$ cat config.mk
export PLATFORM = sky130hd
export DESIGN_NAME = scancode_line_assembler_flat
export DESIGN_NICKNAME = d
export VERILOG_FILES = /design/src/rtl/sla_pkg.sv /design/src/rtl/sla_byte_if.sv /design/src/rtl/sla_sym_if.sv /design/src/rtl/scancode_line_assembler.sv /design/src/rtl/sla_front.sv /design/src/rtl/sla_cmd_fifo.sv /design/src/rtl/sla_back.sv /design/src/flat_wrapper.sv
export SDC_FILE = /design/constraint.sdc
export NUM_CORES = 1
export LEC_CHECK = 0
export ABC_AREA = 0
export BUFFER_PORTS_ARGS = -buffer_cell sky130_fd_sc_hd__buf_2
export CORE_ASPECT_RATIO = 1.2
export CORE_MARGIN = 10
export CORE_UTILIZATION = 45
export DETAILED_ROUTE_END_ITERATION = 7
export SLEW_MARGIN = 20
export SYNTH_ARGS = -nofsm -noshare
export SYNTH_HDL_FRONTEND = slang
export SYNTH_SLANG_ARGS = --single-unit
$ cat constraint.sdc
create_clock -name clk -period 3.9 [get_ports clk]
set_clock_uncertainty 0.2 [all_clocks]
set_input_delay 0.195 -clock clk [delete_from_list [all_inputs] [get_ports clk]]
set_output_delay 0.195 -clock clk [all_outputs]
set_load 0.02 [all_outputs]
$ cat src/rtl/sla_pkg.sv
// Shared types, constants and key tables for the scan code line assembler.
// Used by the top level, front end, command queue and line engine; depends on nothing.
package sla_pkg;

  // Line store geometry
  localparam int LINE_DEPTH = 64;
  localparam int ADDR_W     = (LINE_DEPTH > 1) ? $clog2(LINE_DEPTH) : 1;
  localparam int CNT_W      = $clog2(LINE_DEPTH + 1);

  // Scan code fields and key codes
  localparam int          RELEASE_BIT  = 7;
  localparam logic [6:0]  KEY_CAPS     = 7'd58;
  localparam logic [6:0]  KEY_LSHIFT   = 7'd42;
  localparam logic [6:0]  KEY_RSHIFT   = 7'd54;
  localparam logic [6:0]  KEY_ENTER    = 7'd28;
  localparam logic [6:0]  LAST_KNOWN   = 7'd83;
  localparam logic [7:0]  SHIFT_OFFSET = 8'd100;

  // Command queue depth between front and back
  localparam int CMD_DEPTH = 2;

  // Command passed from the classifier to the line engine
  typedef struct packed {
    logic       is_enter;
    logic [7:0] sym;
  } cmd_t;

  // Keys that have a shifted symbol
  function automatic logic has_shifted_form(input logic [6:0] k);
    logic r;
    r = ((k >= 7'd2)  && (k <= 7'd13)) || ((k >= 7'd16) && (k <= 7'd27)) ||
        ((k >= 7'd30) && (k <= 7'd41)) || ((k >= 7'd43) && (k <= 7'd53));
    return r;
  endfunction

endpackage

$ cat src/rtl/sla_byte_if.sv
// Request channel carrying one raw scan code byte.
// Depends on nothing.
interface sla_byte_if;
  logic       valid;
  logic       ready;
  logic [7:0] scan_byte;

  modport source (output valid, output scan_byte, input ready);
  modport sink   (input valid, input scan_byte, output ready);
endinterface

$ cat src/rtl/sla_sym_if.sv
// Result channel carrying one symbol of a drained line.
// Depends on nothing.
interface sla_sym_if;
  logic       valid;
  logic       ready;
  logic [7:0] symbol;
  logic       empty_line;
  logic       end_of_line;
  logic       drained_full;

  modport source (output valid, output symbol, output empty_line, output end_of_line,
                  output drained_full, input ready);
  modport sink   (input valid, input symbol, input empty_line, input end_of_line,
                  input drained_full, output ready);
endinterface

$ cat src/rtl/scancode_line_assembler.sv
// Top level of the scan code line assembler: front end, command queue and
// line engine. Depends on sla_pkg, sla_byte_if, sla_sym_if and the submodules.
//
//   channel   | dir | payload                                          | moves on
//   ----------+-----+--------------------------------------------------+-------------
//   in_chan   | in  | scan_byte[7:0]                                   | valid & ready
//   out_chan  | out | symbol[7:0], empty_line, end_of_line, drained_full | valid & ready
//
// The front end takes one request per cycle while the two-entry command queue
// has room. A store writes the key into the line memory. A drain prefetches
// each stored symbol through the registered read port and hands it to the
// output register, one result per cycle while the output does not stall; a
// drain forced by a full store leaves the new key queued and stores it after.
// Reset (rst_n low, synchronous) clears caps, shift, fill count, the queue and
// the output valid flag; the line memory is not cleared.
// A stalled result holds in the output register; stores go on, drains and markers wait.
module scancode_line_assembler (
  input  logic           clk,
  input  logic           rst_n,
  sla_byte_if.sink       in_chan,
  sla_sym_if.source      out_chan
);

  logic          cmd_full;
  logic          cmd_push;
  sla_pkg::cmd_t cmd_push_data;
  logic          cmd_pop;
  logic          cmd_valid;
  sla_pkg::cmd_t cmd_head;

  sla_front u_front (
    .clk          (clk),
    .rst_n        (rst_n),
    .in_valid     (in_chan.valid),
    .in_scan_byte (in_chan.scan_byte),
    .in_ready     (in_chan.ready),
    .cmd_full     (cmd_full),
    .cmd_push     (cmd_push),
    .cmd_data     (cmd_push_data)
  );

  sla_cmd_fifo u_fifo (
    .clk        (clk),
    .rst_n      (rst_n),
    .push       (cmd_push),
    .push_data  (cmd_push_data),
    .pop        (cmd_pop),
    .full       (cmd_full),
    .head_valid (cmd_valid),
    .head_data  (cmd_head)
  );

  sla_back u_back (
    .clk              (clk),
    .rst_n            (rst_n),
    .cmd_valid        (cmd_valid),
    .cmd_data         (cmd_head),
    .cmd_pop          (cmd_pop),
    .out_valid        (out_chan.valid),
    .out_ready        (out_chan.ready),
    .out_symbol       (out_chan.symbol),
    .out_empty_line   (out_chan.empty_line),
    .out_end_of_line  (out_chan.end_of_line),
    .out_drained_full (out_chan.drained_full)
  );

endmodule

$ cat src/rtl/sla_front.sv
// Front end: accepts scan code bytes, tracks caps and shift, and turns key
// makes into store or Enter commands. Depends on sla_pkg.
module sla_front (
  input  logic             clk,
  input  logic             rst_n,
  input  logic             in_valid,
  input  logic [7:0]       in_scan_byte,
  output logic             in_ready,
  input  logic             cmd_full,
  output logic             cmd_push,
  output sla_pkg::cmd_t    cmd_data
);

  logic       caps_r, caps_nxt;
  logic       shift_r, shift_nxt;
  logic       accept;
  logic       is_release;
  logic [6:0] key;
  logic       known;
  logic       is_shift_key;

  assign in_ready     = !cmd_full;
  assign accept       = in_valid && in_ready;
  assign is_release   = in_scan_byte[sla_pkg::RELEASE_BIT];
  assign key          = in_scan_byte[6:0];
  assign known        = (key != 7'd0) && (key <= sla_pkg::LAST_KNOWN);
  assign is_shift_key = (key == sla_pkg::KEY_LSHIFT) || (key == sla_pkg::KEY_RSHIFT);

  // Classify the request and update the modifier flags
  always_comb begin
    caps_nxt      = caps_r;
    shift_nxt     = shift_r;
    cmd_push      = 1'b0;
    cmd_data.is_enter = (key == sla_pkg::KEY_ENTER);
    cmd_data.sym  = {1'b0, key};
    if ((caps_r != shift_r) && sla_pkg::has_shifted_form(key)) begin
      cmd_data.sym = {1'b0, key} + sla_pkg::SHIFT_OFFSET;
    end
    if (accept) begin
      if (is_release) begin
        if (is_shift_key) begin
          shift_nxt = 1'b0;
        end
      end else if (known) begin
        if (key == sla_pkg::KEY_CAPS) begin
          caps_nxt = !caps_r;
        end else if (is_shift_key) begin
          shift_nxt = 1'b1;
        end else begin
          cmd_push = 1'b1;
        end
      end
    end
  end

  // Hold modifier flags
  always_ff @(posedge clk) begin
    if (!rst_n) begin
      caps_r  <= 1'b0;
      shift_r <= 1'b0;
    end else begin
      caps_r  <= caps_nxt;
      shift_r <= shift_nxt;
    end
  end

endmodule

$ cat src/rtl/sla_cmd_fifo.sv
// Short command queue between the front end and the line engine.
// Depends on sla_pkg.
module sla_cmd_fifo (
  input  logic          clk,
  input  logic          rst_n,
  input  logic          push,
  input  sla_pkg::cmd_t push_data,
  input  logic          pop,
  output logic          full,
  output logic          head_valid,
  output sla_pkg::cmd_t head_data
);

  localparam int PTR_W = (sla_pkg::CMD_DEPTH > 1) ? $clog2(sla_pkg::CMD_DEPTH) : 1;
  localparam int CNT_W = $clog2(sla_pkg::CMD_DEPTH + 1);

  sla_pkg::cmd_t          slots_r [sla_pkg::CMD_DEPTH];
  logic [PTR_W-1:0]       wr_ptr_r, wr_ptr_nxt;
  logic [PTR_W-1:0]       rd_ptr_r, rd_ptr_nxt;
  logic [CNT_W-1:0]       count_r, count_nxt;
  logic                   do_push, do_pop;

  assign full       = (count_r == CNT_W'(sla_pkg::CMD_DEPTH));
  assign head_valid = (count_r != '0);
  assign head_data  = slots_r[rd_ptr_r];
  assign do_push    = push && !full;
  assign do_pop     = pop && head_valid;

  // Advance pointers with wrap at the queue depth
  always_comb begin
    wr_ptr_nxt = wr_ptr_r;
    rd_ptr_nxt = rd_ptr_r;
    count_nxt  = count_r;
    if (do_push) begin
      wr_ptr_nxt = (wr_ptr_r == PTR_W'(sla_pkg::CMD_DEPTH - 1)) ? '0 : wr_ptr_r + 1'b1;
    end
    if (do_pop) begin
      rd_ptr_nxt = (rd_ptr_r == PTR_W'(sla_pkg::CMD_DEPTH - 1)) ? '0 : rd_ptr_r + 1'b1;
    end
    if (do_push && !do_pop) begin
      count_nxt = count_r + 1'b1;
    end else if (do_pop && !do_push) begin
      count_nxt = count_r - 1'b1;
    end
  end

  always_ff @(posedge clk) begin
    if (!rst_n) begin
      wr_ptr_r <= '0;
      rd_ptr_r <= '0;
      count_r  <= '0;
    end else begin
      wr_ptr_r <= wr_ptr_nxt;
      rd_ptr_r <= rd_ptr_nxt;
      count_r  <= count_nxt;
    end
  end

  // Store pushed commands
  always_ff @(posedge clk) begin
    if (do_push) begin
      slots_r[wr_ptr_r] <= push_data;
    end
  end

endmodule

$ cat src/rtl/sla_back.sv
// Line engine: stores symbols in the line memory and drains lines as results
// through an output register. Depends on sla_pkg.
module sla_back (
  input  logic          clk,
  input  logic          rst_n,
  input  logic          cmd_valid,
  input  sla_pkg::cmd_t cmd_data,
  output logic          cmd_pop,
  output logic          out_valid,
  input  logic          out_ready,
  output logic [7:0]    out_symbol,
  output logic          out_empty_line,
  output logic          out_end_of_line,
  output logic          out_drained_full
);

  typedef enum logic {
    ST_IDLE,
    ST_DRAIN
  } state_t;

  state_t                    state_r, state_nxt;
  logic [sla_pkg::CNT_W-1:0] fill_r, fill_nxt;
  logic [sla_pkg::CNT_W-1:0] idx_r, idx_nxt;
  logic                      full_r, full_nxt;
  logic                      rd_valid_r, rd_valid_nxt;
  logic                      rd_last_r, rd_last_nxt;
  logic [7:0]                rd_data_r;
  logic                      out_valid_r, out_valid_nxt;
  logic [7:0]                out_symbol_r, out_symbol_nxt;
  logic                      out_empty_r, out_empty_nxt;
  logic                      out_eol_r, out_eol_nxt;
  logic                      out_full_r, out_full_nxt;

  logic [7:0]                mem [sla_pkg::LINE_DEPTH];
  logic                      mem_we;
  logic                      rd_en;
  logic                      can_take;
  logic                      move;
  logic                      store_full;

  assign can_take   = !out_valid_r || out_ready;
  assign move       = rd_valid_r && can_take;
  assign store_full = (fill_r == sla_pkg::CNT_W'(sla_pkg::LINE_DEPTH));

  assign out_valid        = out_valid_r;
  assign out_symbol       = out_symbol_r;
  assign out_empty_line   = out_empty_r;
  assign out_end_of_line  = out_eol_r;
  assign out_drained_full = out_full_r;

  // Next-state logic for storing, draining and the output register
  always_comb begin
    state_nxt      = state_r;
    fill_nxt       = fill_r;
    idx_nxt        = idx_r;
    full_nxt       = full_r;
    rd_valid_nxt   = rd_valid_r;
    rd_last_nxt    = rd_last_r;
    out_valid_nxt  = out_valid_r && !out_ready;
    out_symbol_nxt = out_symbol_r;
    out_empty_nxt  = out_empty_r;
    out_eol_nxt    = out_eol_r;
    out_full_nxt   = out_full_r;
    cmd_pop        = 1'b0;
    mem_we         = 1'b0;
    rd_en          = 1'b0;
    case (state_r)
      ST_IDLE: begin
        if (cmd_valid) begin
          if (cmd_data.is_enter) begin
            if (fill_r == '0) begin
              // Emit the empty-line marker
              if (can_take) begin
                out_valid_nxt  = 1'b1;
                out_symbol_nxt = 8'd0;
                out_empty_nxt  = 1'b1;
                out_eol_nxt    = 1'b1;
                out_full_nxt   = 1'b0;
                cmd_pop        = 1'b1;
              end
            end else begin
              state_nxt = ST_DRAIN;
              full_nxt  = 1'b0;
              idx_nxt   = '0;
            end
          end else if (store_full) begin
            // Drain first; the key stays queued and is stored afterwards
            state_nxt = ST_DRAIN;
            full_nxt  = 1'b1;
            idx_nxt   = '0;
          end else begin
            mem_we   = 1'b1;
            fill_nxt = fill_r + 1'b1;
            cmd_pop  = 1'b1;
          end
        end
      end
      ST_DRAIN: begin
        // Hand the prefetched symbol to the output register
        if (move) begin
          out_valid_nxt  = 1'b1;
          out_symbol_nxt = rd_data_r;
          out_empty_nxt  = 1'b0;
          out_eol_nxt    = rd_last_r;
          out_full_nxt   = full_r;
        end
        if (move && rd_last_r) begin
          fill_nxt     = '0;
          rd_valid_nxt = 1'b0;
          state_nxt    = ST_IDLE;
          cmd_pop      = !full_r;
        end else if ((idx_r < fill_r) && (!rd_valid_r || move)) begin
          // Prefetch the next stored symbol
          rd_en        = 1'b1;
          rd_valid_nxt = 1'b1;
          rd_last_nxt  = (idx_r == fill_r - sla_pkg::CNT_W'(1));
          idx_nxt      = idx_r + 1'b1;
        end else if (move) begin
          rd_valid_nxt = 1'b0;
        end
      end
      default: begin
        state_nxt = ST_IDLE;
      end
    endcase
  end

  // Hold state and registered outputs
  always_ff @(posedge clk) begin
    if (!rst_n) begin
      state_r     <= ST_IDLE;
      fill_r      <= '0;
      idx_r       <= '0;
      full_r      <= 1'b0;
      rd_valid_r  <= 1'b0;
      rd_last_r   <= 1'b0;
      out_valid_r <= 1'b0;
    end else begin
      state_r     <= state_nxt;
      fill_r      <= fill_nxt;
      idx_r       <= idx_nxt;
      full_r      <= full_nxt;
      rd_valid_r  <= rd_valid_nxt;
      rd_last_r   <= rd_last_nxt;
      out_valid_r <= out_valid_nxt;
    end
    out_symbol_r <= out_symbol_nxt;
    out_empty_r  <= out_empty_nxt;
    out_eol_r    <= out_eol_nxt;
    out_full_r   <= out_full_nxt;
  end

  // Line memory: one write port, one registered read port
  always_ff @(posedge clk) begin
    if (mem_we) begin
      mem[fill_r[sla_pkg::ADDR_W-1:0]] <= cmd_data.sym;
    end
    if (rd_en) begin
      rd_data_r <= mem[idx_r[sla_pkg::ADDR_W-1:0]];
    end
  end

endmodule

$ cat src/flat_wrapper.sv
// flat-port wrapper written by rule: the top's interface ports become plain ports
module scancode_line_assembler_flat 
  (clk, rst_n, in_chan_valid, in_chan_scan_byte, in_chan_ready, out_chan_valid, out_chan_symbol, out_chan_empty_line, out_chan_end_of_line, out_chan_drained_full, out_chan_ready);
  sla_byte_if in_chan_i ();
  sla_sym_if out_chan_i ();
  input  logic clk;
  input  logic rst_n;
  input wire logic [$bits(in_chan_i.valid)-1:0] in_chan_valid;
  input wire logic [$bits(in_chan_i.scan_byte)-1:0] in_chan_scan_byte;
  output wire logic [$bits(in_chan_i.ready)-1:0] in_chan_ready;
  output wire logic [$bits(out_chan_i.valid)-1:0] out_chan_valid;
  output wire logic [$bits(out_chan_i.symbol)-1:0] out_chan_symbol;
  output wire logic [$bits(out_chan_i.empty_line)-1:0] out_chan_empty_line;
  output wire logic [$bits(out_chan_i.end_of_line)-1:0] out_chan_end_of_line;
  output wire logic [$bits(out_chan_i.drained_full)-1:0] out_chan_drained_full;
  input wire logic [$bits(out_chan_i.ready)-1:0] out_chan_ready;
  assign in_chan_i.valid = in_chan_valid;
  assign in_chan_i.scan_byte = in_chan_scan_byte;
  assign in_chan_ready = in_chan_i.ready;
  assign out_chan_valid = out_chan_i.valid;
  assign out_chan_symbol = out_chan_i.symbol;
  assign out_chan_empty_line = out_chan_i.empty_line;
  assign out_chan_end_of_line = out_chan_i.end_of_line;
  assign out_chan_drained_full = out_chan_i.drained_full;
  assign out_chan_i.ready = out_chan_ready;
  scancode_line_assembler u_core (.clk(clk), .rst_n(rst_n), .in_chan(in_chan_i), .out_chan(out_chan_i));
endmodule
* Yosys cells after proc, flatten, opt, wreduce, memory -nomap -nowiden
Memory sizes are Yosys's and may differ from the RTL's. A register that Yosys moved wholly into a read port is not among the register bits.
Cells that the tools add are included.
W data, S select, Z words.
** Storage, ports and cells
- Flip-flop bits (word level) :: 36
- RAM bits :: 530
- Word-level logic and storage cells :: 188
- Memories kept :: 2
- Output and inout port bits :: 13
- Input port bits :: 12
** Cells by class
- Reductions and logical operators :: 44
- Bitwise gates (word level) :: 3
- Order comparisons :: 10
- Equal/unequal tests :: 22
- Mux-type cells :: 83
- Add/subtract/negate cells :: 8
** Memory list
- u_core.u_back.mem :: words 64, bits a word 8, read ports 1, clocked after memory_dff 1, wr ports 1, line sla_back.sv:35 : logic [7:0] mem [sla_pkg::LINE_DEPTH];
- u_core.u_fifo.slots_r :: words 2, bits a word 9, read ports 1, clocked after memory_dff 1, wr ports 1, line sla_cmd_fifo.sv:17 : sla_pkg::cmd_t slots_r [sla_pkg::CMD_DEPTH];
** Operators by type and width (number)
- $mux W7 :: 10
- $mux W1 :: 56
- $mux W8 :: 6
- $pmux W7 S2 :: 2
- $eq A7 B6 Y1 const B :: 3
- $pmux W8 S2 :: 1
- $reduce_and A4 Y1 :: 4
- $logic_and A1 B1 Y1 :: 15
- $add A7 B1 Y7 const B :: 2
- $ge A7 B5 Y1 const B :: 2
- $le A7 B6 Y1 const B :: 2
- $ne A2 B2 Y1 const B :: 7
- $pmux W1 S2 :: 6
- $ne A2 B1 Y1 const B :: 5
- $reduce_and A5 Y1 :: 2
- $add A7 B7 Y8 const B :: 1
- $logic_not A1 Y1 :: 8
- $reduce_bool A2 Y1 :: 4
- $eq A7 B5 Y1 const B :: 1
- $eq A7 B7 Y1 :: 1
- $eq A7 B7 Y1 const B :: 1
- $ge A7 B2 Y1 const B :: 1
- $ge A7 B6 Y1 const B :: 1
- $le A7 B4 Y1 const B :: 1
- other kinds (19) :: 28

* Depth between registers and ports, before layout
Gate-level depths: netlist of run 1.
- Depth in word-level cells :: 12
- Gate-level depth with buffers :: 13
- Mapped depth without buffers :: 11

* By module
From an unflattened synthesis of run 1, not the netlist that was laid out.
** Unflattened totals
- Cell total of the unflattened synthesis :: 1284
- Area total of the unflattened synthesis :: 23495.0 sq um
** By module, submodules not included
- sla_back :: cells each 1147, area an instance 21992.3 sq um, instances 1, seq. area each 16325.7 sq um
- sla_cmd_fifo :: cells each 53, area an instance 883.3 sq um, instances 1, seq. area each 640.6 sq um
- sla_front :: cells each 84, area an instance 619.3 sq um, instances 1, seq. area each 40.0 sq um

* Least setup slack after synthesis of run 1
Ideal clock, no wire load.
- Path type :: register to register
- From :: reg u_core.u_back.idx_r[0] (netlist name)
- To :: reg u_core.u_back.idx_r[1] (netlist name)
- Required time :: 3580 ps
- Stages on the path, launching flop included :: 14
- Setup time :: 120 ps
- Arrival time :: 2574 ps
- Period minus slack after synthesis :: 2894 ps
- Path buffers :: 5
- Slack :: 1006 ps
- Cell sequence :: dfxtp_1 > buf_2 > buf_4 > buf_2 > inv_1 > buf_2 > ha_1 > nor2b_1 > o21ai_0 > a211o_1 > a21oi_1 > buf_2 > mux2i_1 > nor2_1
** On the way
- Cells in the longest elaborated chain, start to end :: 4
- Elaborated cells on any way between the ends :: 8
- Those cells by class :: add/sub (1); order compare (1); eq/ne (1); mux (3); reduce/logical (2)
** Ends and longest elaborated chain
- from (decl) :: line sla_back.sv:24 : logic [sla_pkg::CNT_W-1:0] idx_r, idx_nxt;
- from (signal assigned) :: line sla_back.sv:142 : idx_r <= idx_nxt;
- $add A7 B1 Y7 / $lt A7 B7 Y1 (equally long branches) :: line sla_back.sv:118, sla_back.sv:113
- $mux W7 / $logic_and A1 B1 Y1 (equally long branches) :: line sla_back.sv:113 : end else if ((idx_r < fill_r) && (!rd_valid_r || move)) begin
- $mux W7 / $ne A2 B1 Y1 (equally long branches)
- $pmux W7 S2 / $reduce_and A5 Y1 (equally long branches)
Parallel ways exist; a longest one is shown, timed or not. The select of a mux whose other input is x is not followed.
A chain may end at the register's enable or synchronous reset.

* Worst setup path after layout of run 1
- From :: reg u_core.u_back.fill_r[1] (netlist name)
- To :: mem u_core.u_back.mem[0][1] (enable)
** On the way
- Cells in the longest elaborated chain, start to end :: 7
** Ends and longest elaborated chain
- from (decl) :: line sla_back.sv:23 : logic [sla_pkg::CNT_W-1:0] fill_r, fill_nxt;
- from (signal assigned) :: line sla_back.sv:141 : fill_r <= fill_nxt;
- $eq A7 B7 Y1 :: line sla_back.sv:44 : assign store_full = (fill_r == sla_pkg::CNT_W'(sla_pkg::LINE_DEPTH));
- $mux W1 :: line sla_back.sv:87 : end else if (store_full) begin
- $mux W1 :: line sla_back.sv:71 : if (cmd_data.is_enter) begin
- $mux W1 :: line sla_back.sv:70 : if (cmd_valid) begin
- $mux W1 :: line sla_back.sv:68 : case (state_r)
- $mux W1 :: line sla_back.sv:156 : if (mem_we) begin
- $mux W1 (implied by the code) :: line sla_back.sv:157 : mem[fill_r[sla_pkg::ADDR_W-1:0]] <= cmd_data.sym;
- to (decl) :: line sla_back.sv:35
Parallel ways exist; a longest one is shown, timed or not.

==> metrics.csv, run 1 <==
metric,value,unit
status,completed,
Post-synth EDFFs,549,
crit-path leading delay family,simple AND/OR/NAND/NOR gates,
Max VDD drop,0.302,mV
CP peak stage delay,650,ps
Routability Congestion,0.871,
post-DP HPWL,34600,um
fin. max-slew vios,0,
worst-path maximum fanout,9,
Routed wire per std cell,26.6,um
"setup slack, reg-to-reg",260,ps
CP Data Required Time,3950,ps
"Top cell by count, worst path",nor2_1,
Mean Syn Cell Area,17.9,um^2
CP cell instances,inv_1 -> ha_1 -> or4b_4 -> o311ai_1 -> nor2_1 -> nand2_1 -> nor2_1,
WP data arrival,3690,ps
Synth Cell Area,0.0231,mm^2
share of layout cells above drive strength 1,0.219,
core region area,0.0511,mm^2
total power,0.0148,W
HP Class,input port to flip-flop,
reg2reg start,u_core.u_back.fill_r[1],
LEAKAGE,8.19,nW
Final Util,0.516,
top post-synthesis cells by area,"edfxtp_1 71%, mux4_2 10%, dfxtp_1 2.2%",
kind of critical path,flip-flop to flip-flop,
# setup viols final,0,
initial antenna violation count,0,
number of max-cap violations,0,
Worst-Skew Late Latency,590,ps
asr flop ratio synth,0,
CTS clock-pin slew for the worst setup and hold paths,60,ps
Reg2Reg Depth,7,
die footprint,0.0610,mm^2
global-route wire length before repair,82600,um
pin count of the biggest net entering global routing,65,
CP startpoint kind,flip-flop,
Slew headroom,0.336,
hold_ws,27.7,ps
post-synthesis cell count,1295,
min cycle time layout,3640,ps
Final Hold Viols,0,
Setup TNS,0,ps
top post-synthesis cells by count,"549 x edfxtp_1, 105 x mux4_2, 101 x nor2_1",
Synth cell types,62,
nets,1415,
Synth top area share,0.712,
ys flop type,edfxtp_1,
hold path start,in_chan_scan_byte[2],
DIE WIDTH,227,um
grt total ovfl,0,
DRC Markers,0,
vias in the first global route,12392,
vias per cell,5.88,
largest area contributor in the netlist,edfxtp_1,
final WL,55500,um
Buffers & Inverters on Critical Path,1,
initial cell density of the core,0.453,
yosys warns,0,
# clock sinks,575,
Worst-Margin Slew,992,ps
Antenna Nets Post-Route,0,
row count,91,
register bit count reported by yosys,575,
# diodes,0,
Syn-to-layout area delta,13.8,%
sequential-to-total area share from yosys stat,0.735,
first-pass iteration count of the detailed router,5,
io pins,25,
first-iteration detailed-routing DRC count,1257,
most frequent cell after synthesis,edfxtp_1,
number of CTS-inserted buffers,54,
unrepaired setup endpoints after global routing,false,
Worst Setup End Kind,flip-flop,
fin crit share,0.933,
syn nets,1322,
CTS tree,done,
Hold Path Stages,3,
Die Y-Extent,268,um
slowest CP cell,nand2_1,
pre-CTS setup slack,338,ps
clock tree buffer depth,3,
Vias,12252,
Pwr per Cell Area,562,mW/mm^2
port bufs,24,
Total GRT Usage,0.183,
root buffer cell,clkbuf_16,
CTS H-tree depth,2,
worst setup margin,260,ps
WP depth,7,
FMAX,275,MHz
WHS Endpoint,u_core.u_fifo.slots_r[1][2],
reg-to-reg endpoint,u_core.u_back.mem[0][1],
==> worst max-delay path by stage <==
stage | slack, ps | start | end
finish | 260 | u_core.u_back.fill_r[1] | u_core.u_back.mem[0][1]
detailed placement | 340 | u_core.u_back.fill_r[1] | u_core.u_back.mem[0][3]
global placement | 370 | u_core.u_back.fill_r[1] | u_core.u_back.mem[16][2]
CTS | 320 | u_core.u_back.fill_r[1] | u_core.u_back.mem[48][4]
global route | 170 | u_core.u_back.fill_r[1] | u_core.u_back.mem[16][0]
floorplan | 1010 | u_core.u_back.idx_r[0] | u_core.u_back.idx_r[1]
==> sequential cells by signal, summed over array words and instances (netlist names), named ones only <==
register and count:
u_core.u_back.fill_r 7, u_core.u_back.full_r 1, u_core.u_back.idx_r 7, u_core.u_back.mem 512, u_core.u_back.out_drained_full 1, u_core.u_back.out_empty_line 1
u_core.u_back.out_end_of_line 1, u_core.u_back.out_symbol 8, u_core.u_back.out_valid 1, u_core.u_back.rd_data_r 8, u_core.u_back.rd_last_r 1, u_core.u_back.rd_valid_r 1
u_core.u_back.state_r 1, u_core.u_fifo.count_r 2, u_core.u_fifo.rd_ptr_r 1, u_core.u_fifo.slots_r 18, u_core.u_fifo.wr_ptr_r 1, u_core.u_front.caps_r 1
u_core.u_front.shift_r 1
==> worst reg2reg max path: stages (launching register included) <==
cell,delay (ps)
dfxtp_1,390
inv_1,130
ha_1,270
or4b_4,540
o311ai_1,560
nor2_1,210
nand2_1,650
nor2_1,380
==> logic make-up after synthesis <==
logic type,count (synthesis),synth area share
multiplexers,177,0.135
buffers and inverters,86,0.0160
XOR/XNOR,19,0.00719
AO/OA/AOI/OAI,162,0.0462
adder cells (fa/ha/maj),15,0.00811
flip-flops,575,0.735
AND/OR/NAND/NOR,261,0.0534
==> final cells by class <==
class / count / area, um^2
Inverter: 18 / 67.6
Timing Repair Buffer: 105 / 808
Clock inverter: 33 / 407
Multi-Input combinational cell: 634 / 5800
Tap cell: 651 / 815
Fill cell: 4031 / 24800
Sequential cell: 575 / 17000
Clock buffer: 68 / 1440
==> metrics by stage <==
| step | area (um^2) | std cells |
|---|---|---|
| after floorplan | 23100 | 1295 |
| after CTS | 26400 | 2084 |
| final | 26400 | 2084 |
| after global routing | 26400 | 2084 |
| after global placement | 24400 | 1971 |
| after detailed placement | 24400 | 1971 |
==> what timing repair did <==
item / CTS / global route
gates resized for setup: 0 / 0
endpoints found under the hold margin: 40 / 0
hold buffers: 12 / 0
buffers inserted: 0 / 0
==> power by group <==
group	leakage (nW)	switching, W	internal (W)
clock network	0.880	0.00228	0.00321
logic	2.16	0.00129	0.000638
registers	5.15	0.0000947	0.00730
==> cell usage in the layout (no fill, tap or decap), types with 6 or more instances in the layout <==
cell type | synthesis | final
and2_1 | 13 | 13
a31oi_1 | 7 | 7
nor3_1 | 6 | 6
a211o_1 | 9 | 9
or3_1 | 10 | 10
nand2_1 | 55 | 55
mux4_2 | 105 | 105
o21ai_0 | 28 | 28
nand3_1 | 27 | 27
clkinvlp_4 | 0 | 6
edfxtp_1 | 549 | 549
dlygate4sd3_1 | 0 | 12
buf_2 | 29 | 24
buf_4 | 1 | 65
o221ai_1 | 11 | 11
ha_1 | 15 | 15
clkbuf_16 | 0 | 55
clkbuf_1 | 30 | 12
a21oi_1 | 48 | 48
a22oi_1 | 8 | 8
xnor2_1 | 16 | 16
mux2_2 | 23 | 15
o22ai_1 | 7 | 7
inv_1 | 18 | 18
a211oi_1 | 9 | 9
mux2_4 | 0 | 8
bufinv_16 | 0 | 9
nor2b_1 | 13 | 13
dfxtp_1 | 26 | 22
clkinv_2 | 0 | 7
nor2_1 | 101 | 101
clkinv_1 | 0 | 8
nand2b_1 | 8 | 8
mux2i_1 | 49 | 49
==> layer usage <==
metal / global-route usage / vias up / wire length (um)
met1: 0.237 / 6368 / 22600
met5: 0 / - / 0
met4: 0.0633 / 0 / 1790
li1: - / 5376 / -
met2: 0.317 / 410 / 28400
met3: 0.0196 / 98 / 2680
No activity file was read; power rests on OpenSTA's default activity.
==> run 2, diff against run 1 <==
--- a/config.mk
+++ b/config.mk
@@ -11,6 +11,7 @@
 export CORE_MARGIN = 10
 export CORE_UTILIZATION = 45
 export DETAILED_ROUTE_END_ITERATION = 7
+export HOLD_SLACK_MARGIN = 0.05
 export SLEW_MARGIN = 20
 export SYNTH_ARGS = -nofsm -noshare
 export SYNTH_HDL_FRONTEND = slang
==> metrics.csv, run 2 (synthesis results as in run 1) <==
metric,value,unit,change
Worst Setup End Kind,flip-flop,,
Pwr per Cell Area,561,mW/mm^2,-0.10%
nets,1417,,+0.14%
FMAX,276,MHz,+0.59%
hold path start,rst_n,,
# setup viols final,0,,unchanged
grt met2 use,0.318,,+0.000569
root buffer cell,clkbuf_16,,
routing usage on met3,0.0196,,unchanged
Post-CTS Setup Bufs,0,,unchanged
Seq pwr share,0.499,,about the same
sw frac,0.247,,-0.000252
worst setup path start,u_core.u_back.fill_r[1],,
Syn-to-layout area delta,13.9,%,about the same
Final Hold Viols,0,,unchanged
Vias,12297,,+0.37%
pre-CTS setup slack,338,ps,unchanged
total power,0.0148,W,about the same
global-route wire length before repair,82600,um,+0.10%
worst-path maximum fanout,9,,unchanged
crit-path leading delay family,simple AND/OR/NAND/NOR gates,,
HP Class,input port to flip-flop,,
DIE WIDTH,227,um,unchanged
placed inst area,0.0244,mm^2,unchanged
# diodes,0,,unchanged
"commonest non-fill, non-tap cells in the layout","549 x edfxtp_1, 105 x mux4_2, 101 x nor2_1",,
initial cell density of the core,0.453,,unchanged
Worst-Margin Slew,972,ps,-20.8 ps
Total GRT Usage,0.183,,about the same
CP startpoint kind,flip-flop,,
Worst-Skew Late Latency,590,ps,about the same
internal power,0.0111,W,about the same
# clock sinks,575,,unchanged
initial antenna violation count,0,,unchanged
WP data arrival,3680,ps,about the same
grt total ovfl,0,,unchanged
CTS H-tree depth,2,,unchanged
first-pass iteration count of the detailed router,5,,unchanged
row count,91,,unchanged
unrepaired setup endpoints after global routing,false,,
Comb pwr share,0.130,,about the same
Buffers & Inverters on Critical Path,1,,unchanged
Routability Congestion,0.871,,unchanged
CP peak stage delay,640,ps,about the same
footprint of the multi-input gates,0.00580,mm^2,unchanged
vias per cell,5.90,,+0.27%
Setup TNS,0,ps,unchanged
LEAKAGE,8.20,nW,+0.14%
Max VDD drop,0.303,mV,+0.16%
share of layout cells above drive strength 1,0.219,,-0.000305
CP cell instances,inv_1 -> ha_1 -> or4b_4 -> o311ai_1 -> nor2_1 -> nand2_1 -> nor2_1,,
CTS clock-pin slew for the worst setup and hold paths,60,ps,about the same
fillcell total,4032,,+0.025%
reg2reg start,u_core.u_back.fill_r[1],,
Largest register FFs,512,,unchanged
"commonest non-fill, non-tap cell in the layout",edfxtp_1,,
vias in the first global route,12417,,+0.20%
Routed wire per std cell,26.6,um,about the same
first-iteration detailed-routing DRC count,1266,,+0.72%
Antenna Nets Post-Route,0,,unchanged
status,completed,,
number of max-cap violations,0,,unchanged
fin crit share,0.928,,-0.00545
register area,0.0170,mm^2,unchanged
Die Y-Extent,268,um,unchanged
GR Layer Usage met1,0.237,,about the same
number of CTS-inserted buffers,54,,unchanged
worst setup margin,282,ps,+21.3 ps
GRT busiest layer,met2,,
Clk pwr share,0.370,,about the same
min cycle time layout,3620,ps,-21.3 ps
"Top cell by count, worst path",nor2_1,,
CTS tree,done,,
fin. max-slew vios,0,,unchanged
slowest CP cell,nand2_1,,
DRC Markers,0,,unchanged
io pins,25,,unchanged
pin count of the biggest net entering global routing,65,,unchanged
core region area,0.0511,mm^2,unchanged
CP Data Required Time,3960,ps,about the same
post-DP HPWL,34600,um,unchanged
die footprint,0.0610,mm^2,unchanged
final WL,55500,um,about the same
kind of critical path,flip-flop to flip-flop,,
Slew headroom,0.350,,+0.0139
port bufs,24,,unchanged
"Design Area, Final",0.0264,mm^2,about the same
clock tree buffer depth,3,,unchanged
Switch Pwr,0.00366,W,-0.13%
-- run 2: cell types whose count changed in the layout (fill, tap and decap cells not counted), sizes merged --
cell | previous run | this run
dlygate4sd3 | 12 | 14
-- run 2: what timing repair did --
item	4_1_cts	5_1_grt
endpoints found under the hold margin	44	0
hold buffers	14	0
gates resized for setup	0	0
-- run 2: worst paths after layout --
kind                               to  slack, ps  cells past startpoint
max          u_core.u_back.mem[16][0]        280                      7
min           u_core.u_back.rd_last_r        230                      3
max reg2reg  u_core.u_back.mem[16][0]        280                      7
min reg2reg      u_core.u_back.full_r        260                      2
-- run 2: tightest hold or removal path: cells and delay by family --
kind,cells,cell delay [ps]
buf+inv,2,650
compound gates,1,140
-- run 2: layout make-up --
class,count,area share
clock buffers,68,0.0544
clock inverters,33,0.0154
inverters,18,0.00256
multi-input cells,634,0.220
flip-flops and latches,575,0.645
well taps,651,0.0309
repair buffers,107,0.0314
-- run 2: layer usage --
| metal | wire [um] | up-vias |
|---|---|---|
| li1 | - | 5389 |
| met1 | 22700 | 6410 |
| met2 | 28500 | 399 |
| met3 | 2590 | 99 |
| met4 | 1780 | 0 |
| met5 | 0 | - |
-- run 2: power groups by stage --
stage                     registers (W)  logic, W  clock network, W
after floorplan                 0.00748   0.00116                 0
after global placement          0.00752   0.00193                 0
after detailed placement        0.00752   0.00196                 0
after CTS                       0.00739   0.00197           0.00557
after global routing            0.00740   0.00206           0.00581
final                           0.00739   0.00193           0.00548
-- run 2: per-stage QoR --
step / std cells / hold slack (ps) / utilization
2_1_floorplan: 1295 / 91.6 / -
3_3_place_gp: 1971 / 190 / 0.477
3_5_place_dp: 1971 / 198 / 0.477
4_1_cts: 2086 / 209 / 0.516
5_1_grt: 2086 / 232 / 0.516
6_report: 2086 / 229 / 0.516
==> run 3, diff against run 2 <==
--- a/config.mk
+++ b/config.mk
@@ -10,7 +10,9 @@
 export CORE_ASPECT_RATIO = 1.2
 export CORE_MARGIN = 10
 export CORE_UTILIZATION = 45
+export CTS_CLUSTER_SIZE = 24
 export DETAILED_ROUTE_END_ITERATION = 7
+export GPL_ROUTABILITY_DRIVEN = 0
 export HOLD_SLACK_MARGIN = 0.05
 export SLEW_MARGIN = 20
 export SYNTH_ARGS = -nofsm -noshare
==> constraint.sdc (replaced) <==
create_clock -name clk -period 4.07 [get_ports clk]
set_clock_uncertainty 0.2 [all_clocks]
set_input_delay 0.2035 -clock clk [delete_from_list [all_inputs] [get_ports clk]]
set_output_delay 0.2035 -clock clk [all_outputs]
set_load 0.02 [all_outputs]
==> metrics.csv, run 3 (synthesis results as in run 1) <==
metric,value,unit,change
CTS clock-pin slew for the worst setup and hold paths,70,ps,about the same
CTS tree,done,,
internal power,0.0102,W,-8.7%
GRT busiest layer,met2,,
worst setup margin,570,ps,+288 ps
hold_ws,248,ps,+18.5 ps
fillcell total,4104,,+1.8%
Largest register FFs,512,,unchanged
Seq pwr share,0.520,,+0.021
DRC Markers,0,,unchanged
Worst-Skew Late Latency,590,ps,about the same
fin. max-slew vios,0,,unchanged
pin count of the biggest net entering global routing,65,,unchanged
share of layout cells above drive strength 1,0.228,,+0.00964
initial cell density of the core,0.453,,unchanged
Pwr per Cell Area,516,mW/mm^2,-8.1%
Post-CTS Resized,0,,unchanged
clock tree buffer depth,3,,unchanged
LEAKAGE,8.27,nW,+0.88%
grt met2 use,0.313,,-0.00439
FMAX,286,MHz,+3.4%
sw frac,0.253,,+0.00535
vias per cell,5.87,,-0.35%
post-DP HPWL,34700,um,+0.30%
nets,1448,,+2.2%
core region area,0.0511,mm^2,unchanged
CP startpoint kind,flip-flop,,
GR Layer Usage met1,0.242,,+0.00516
CP Data Required Time,4200,ps,+240 ps
die footprint,0.0610,mm^2,unchanged
HP Class,input port to flip-flop,,
routing usage on met3,0.0256,,+0.00598
global-route wire length before repair,84100,um,+1.8%
pre-CTS setup slack,668,ps,+330 ps
Comb pwr share,0.136,,+0.006
worst-path maximum fanout,9,,unchanged
Worst Setup End Kind,flip-flop,,
Final Util,0.516,,about the same
# clock sinks,575,,unchanged
Buffers & Inverters on Critical Path,3,,+2
CP peak stage delay,600,ps,-40 ps
root buffer cell,clkbuf_16,,
Vias,12418,,+0.98%
fin crit share,0.860,,-0.0678
"commonest non-fill, non-tap cell in the layout",edfxtp_1,,
Syn-to-layout area delta,14.0,%,about the same
number of CTS-inserted buffers,53,,-1.9%
io pins,25,,unchanged
vias in the first global route,12611,,+1.6%
Switch Pwr,0.00344,W,-6.0%
kind of critical path,flip-flop to flip-flop,,
Max VDD drop,0.319,mV,+5.4%
Antenna Nets Post-Route,0,,unchanged
Clk pwr share,0.344,,-0.026
status,completed,,
CTS H-tree depth,2,,unchanged
initial antenna violation count,0,,unchanged
number of max-cap violations,0,,unchanged
Setup TNS,0,ps,unchanged
Die Y-Extent,268,um,unchanged
WP data arrival,3630,ps,-50 ps
hold_buf cts,16,,+2
slowest CP cell,o311ai_1,,
Final Hold Viols,0,,unchanged
unrepaired setup endpoints after global routing,false,,
row count,91,,unchanged
DIE WIDTH,227,um,unchanged
first-pass iteration count of the detailed router,5,,unchanged
crit-path leading delay family,simple AND/OR/NAND/NOR gates,,
placed inst area,0.0246,mm^2,+0.92%
first-iteration detailed-routing DRC count,1246,,-1.6%
Worst-Margin Slew,954,ps,-17.7 ps
Total GRT Usage,0.187,,+0.00421
Slew headroom,0.362,,+0.0118
Routed wire per std cell,26.6,um,about the same
CP cell instances,inv_1 -> ha_1 -> or4b_4 -> o311ai_1 -> nor2_1 -> nand2_1 -> buf_4 -> nor2_1 -> buf_4,,
final WL,56300,um,+1.4%
"commonest non-fill, non-tap cells in the layout","549 x edfxtp_1, 105 x mux4_2, 101 x nor2_1",,
# setup viols final,0,,unchanged
min cycle time layout,3500,ps,-118 ps
port bufs,24,,unchanged
Post-CTS Setup Bufs,0,,unchanged
grt total ovfl,0,,unchanged
"Design Area, Final",0.0264,mm^2,about the same
[run 3: cell types whose count changed in the layout (fill, tap and decap cells not counted), sizes merged]
cell,before,now
buf,93,123
bufinv,9,3
clkbuf,68,64
clkinv,17,25
clkinvlp,6,2
diode,0,1
dlygate4sd3,14,16
inv,19,20
[run 3: worst paths after layout]
| check | startpoint | cells after the start | slack [ps] | endpoint |
|---|---|---|---|---|
| worst max-delay path | u_core.u_back.fill_r[1] | 9 | 570 | u_core.u_back.mem[60][0] |
| worst max register to register | u_core.u_back.fill_r[1] | 9 | 570 | u_core.u_back.mem[60][0] |
| worst min register to register | u_core.u_back.full_r | 2 | 270 | u_core.u_back.full_r |
| worst min-delay path | rst_n | 3 | 250 | u_core.u_back.rd_last_r |
[run 3: routing by layer]
| layer | wire [um] | vias up |
|---|---|---|
| met5 | 0 | - |
| met4 | 2340 | 0 |
| met3 | 2960 | 117 |
| met2 | 28200 | 442 |
| met1 | 22900 | 6421 |
| li1 | - | 5438 |
[run 3: cell type report]
cell class | count | area, um^2 | area share
Inverter | 18 | 67.6 | 0.00256
Tap cell | 651 | 815 | 0.0309
Clock buffer | 64 | 1370 | 0.0518
Clock inverter | 32 | 234 | 0.00887
Sequential cell | 575 | 17000 | 0.645
Antenna cell | 1 | 2.50 | 0.0000949
Timing Repair Buffer | 139 | 1070 | 0.0407
Multi-Input combinational cell | 634 | 5800 | 0.220
[run 3: power by group through the flow]
stage	Clock (W)	Sequential [W]	Combinational, W
5_1_grt	0.00503	0.00709	0.00198
3_3_place_gp	0	0.00720	0.00187
3_5_place_dp	0	0.00721	0.00188
2_1_floorplan	0	0.00717	0.00111
6_report	0.00468	0.00708	0.00185
4_1_cts	0.00479	0.00708	0.00188
[run 3: stage by stage]
stage                     power [W]  cells
after floorplan             0.00828   1295
after global placement      0.00906   2001
final                        0.0136   2114
after detailed placement    0.00908   2001
after CTS                    0.0137   2113
after global routing         0.0141   2113
[run 3: worst reg2reg max path: cells and delay by family (launching register included)]
family                   cells  cell delay, ps
AO/OA/AOI/OAI                1             600
adder cells (fa/ha/maj)      1             260
buffers and inverters        3             580
flip-flops                   1             390
AND/OR/NAND/NOR              4            1230
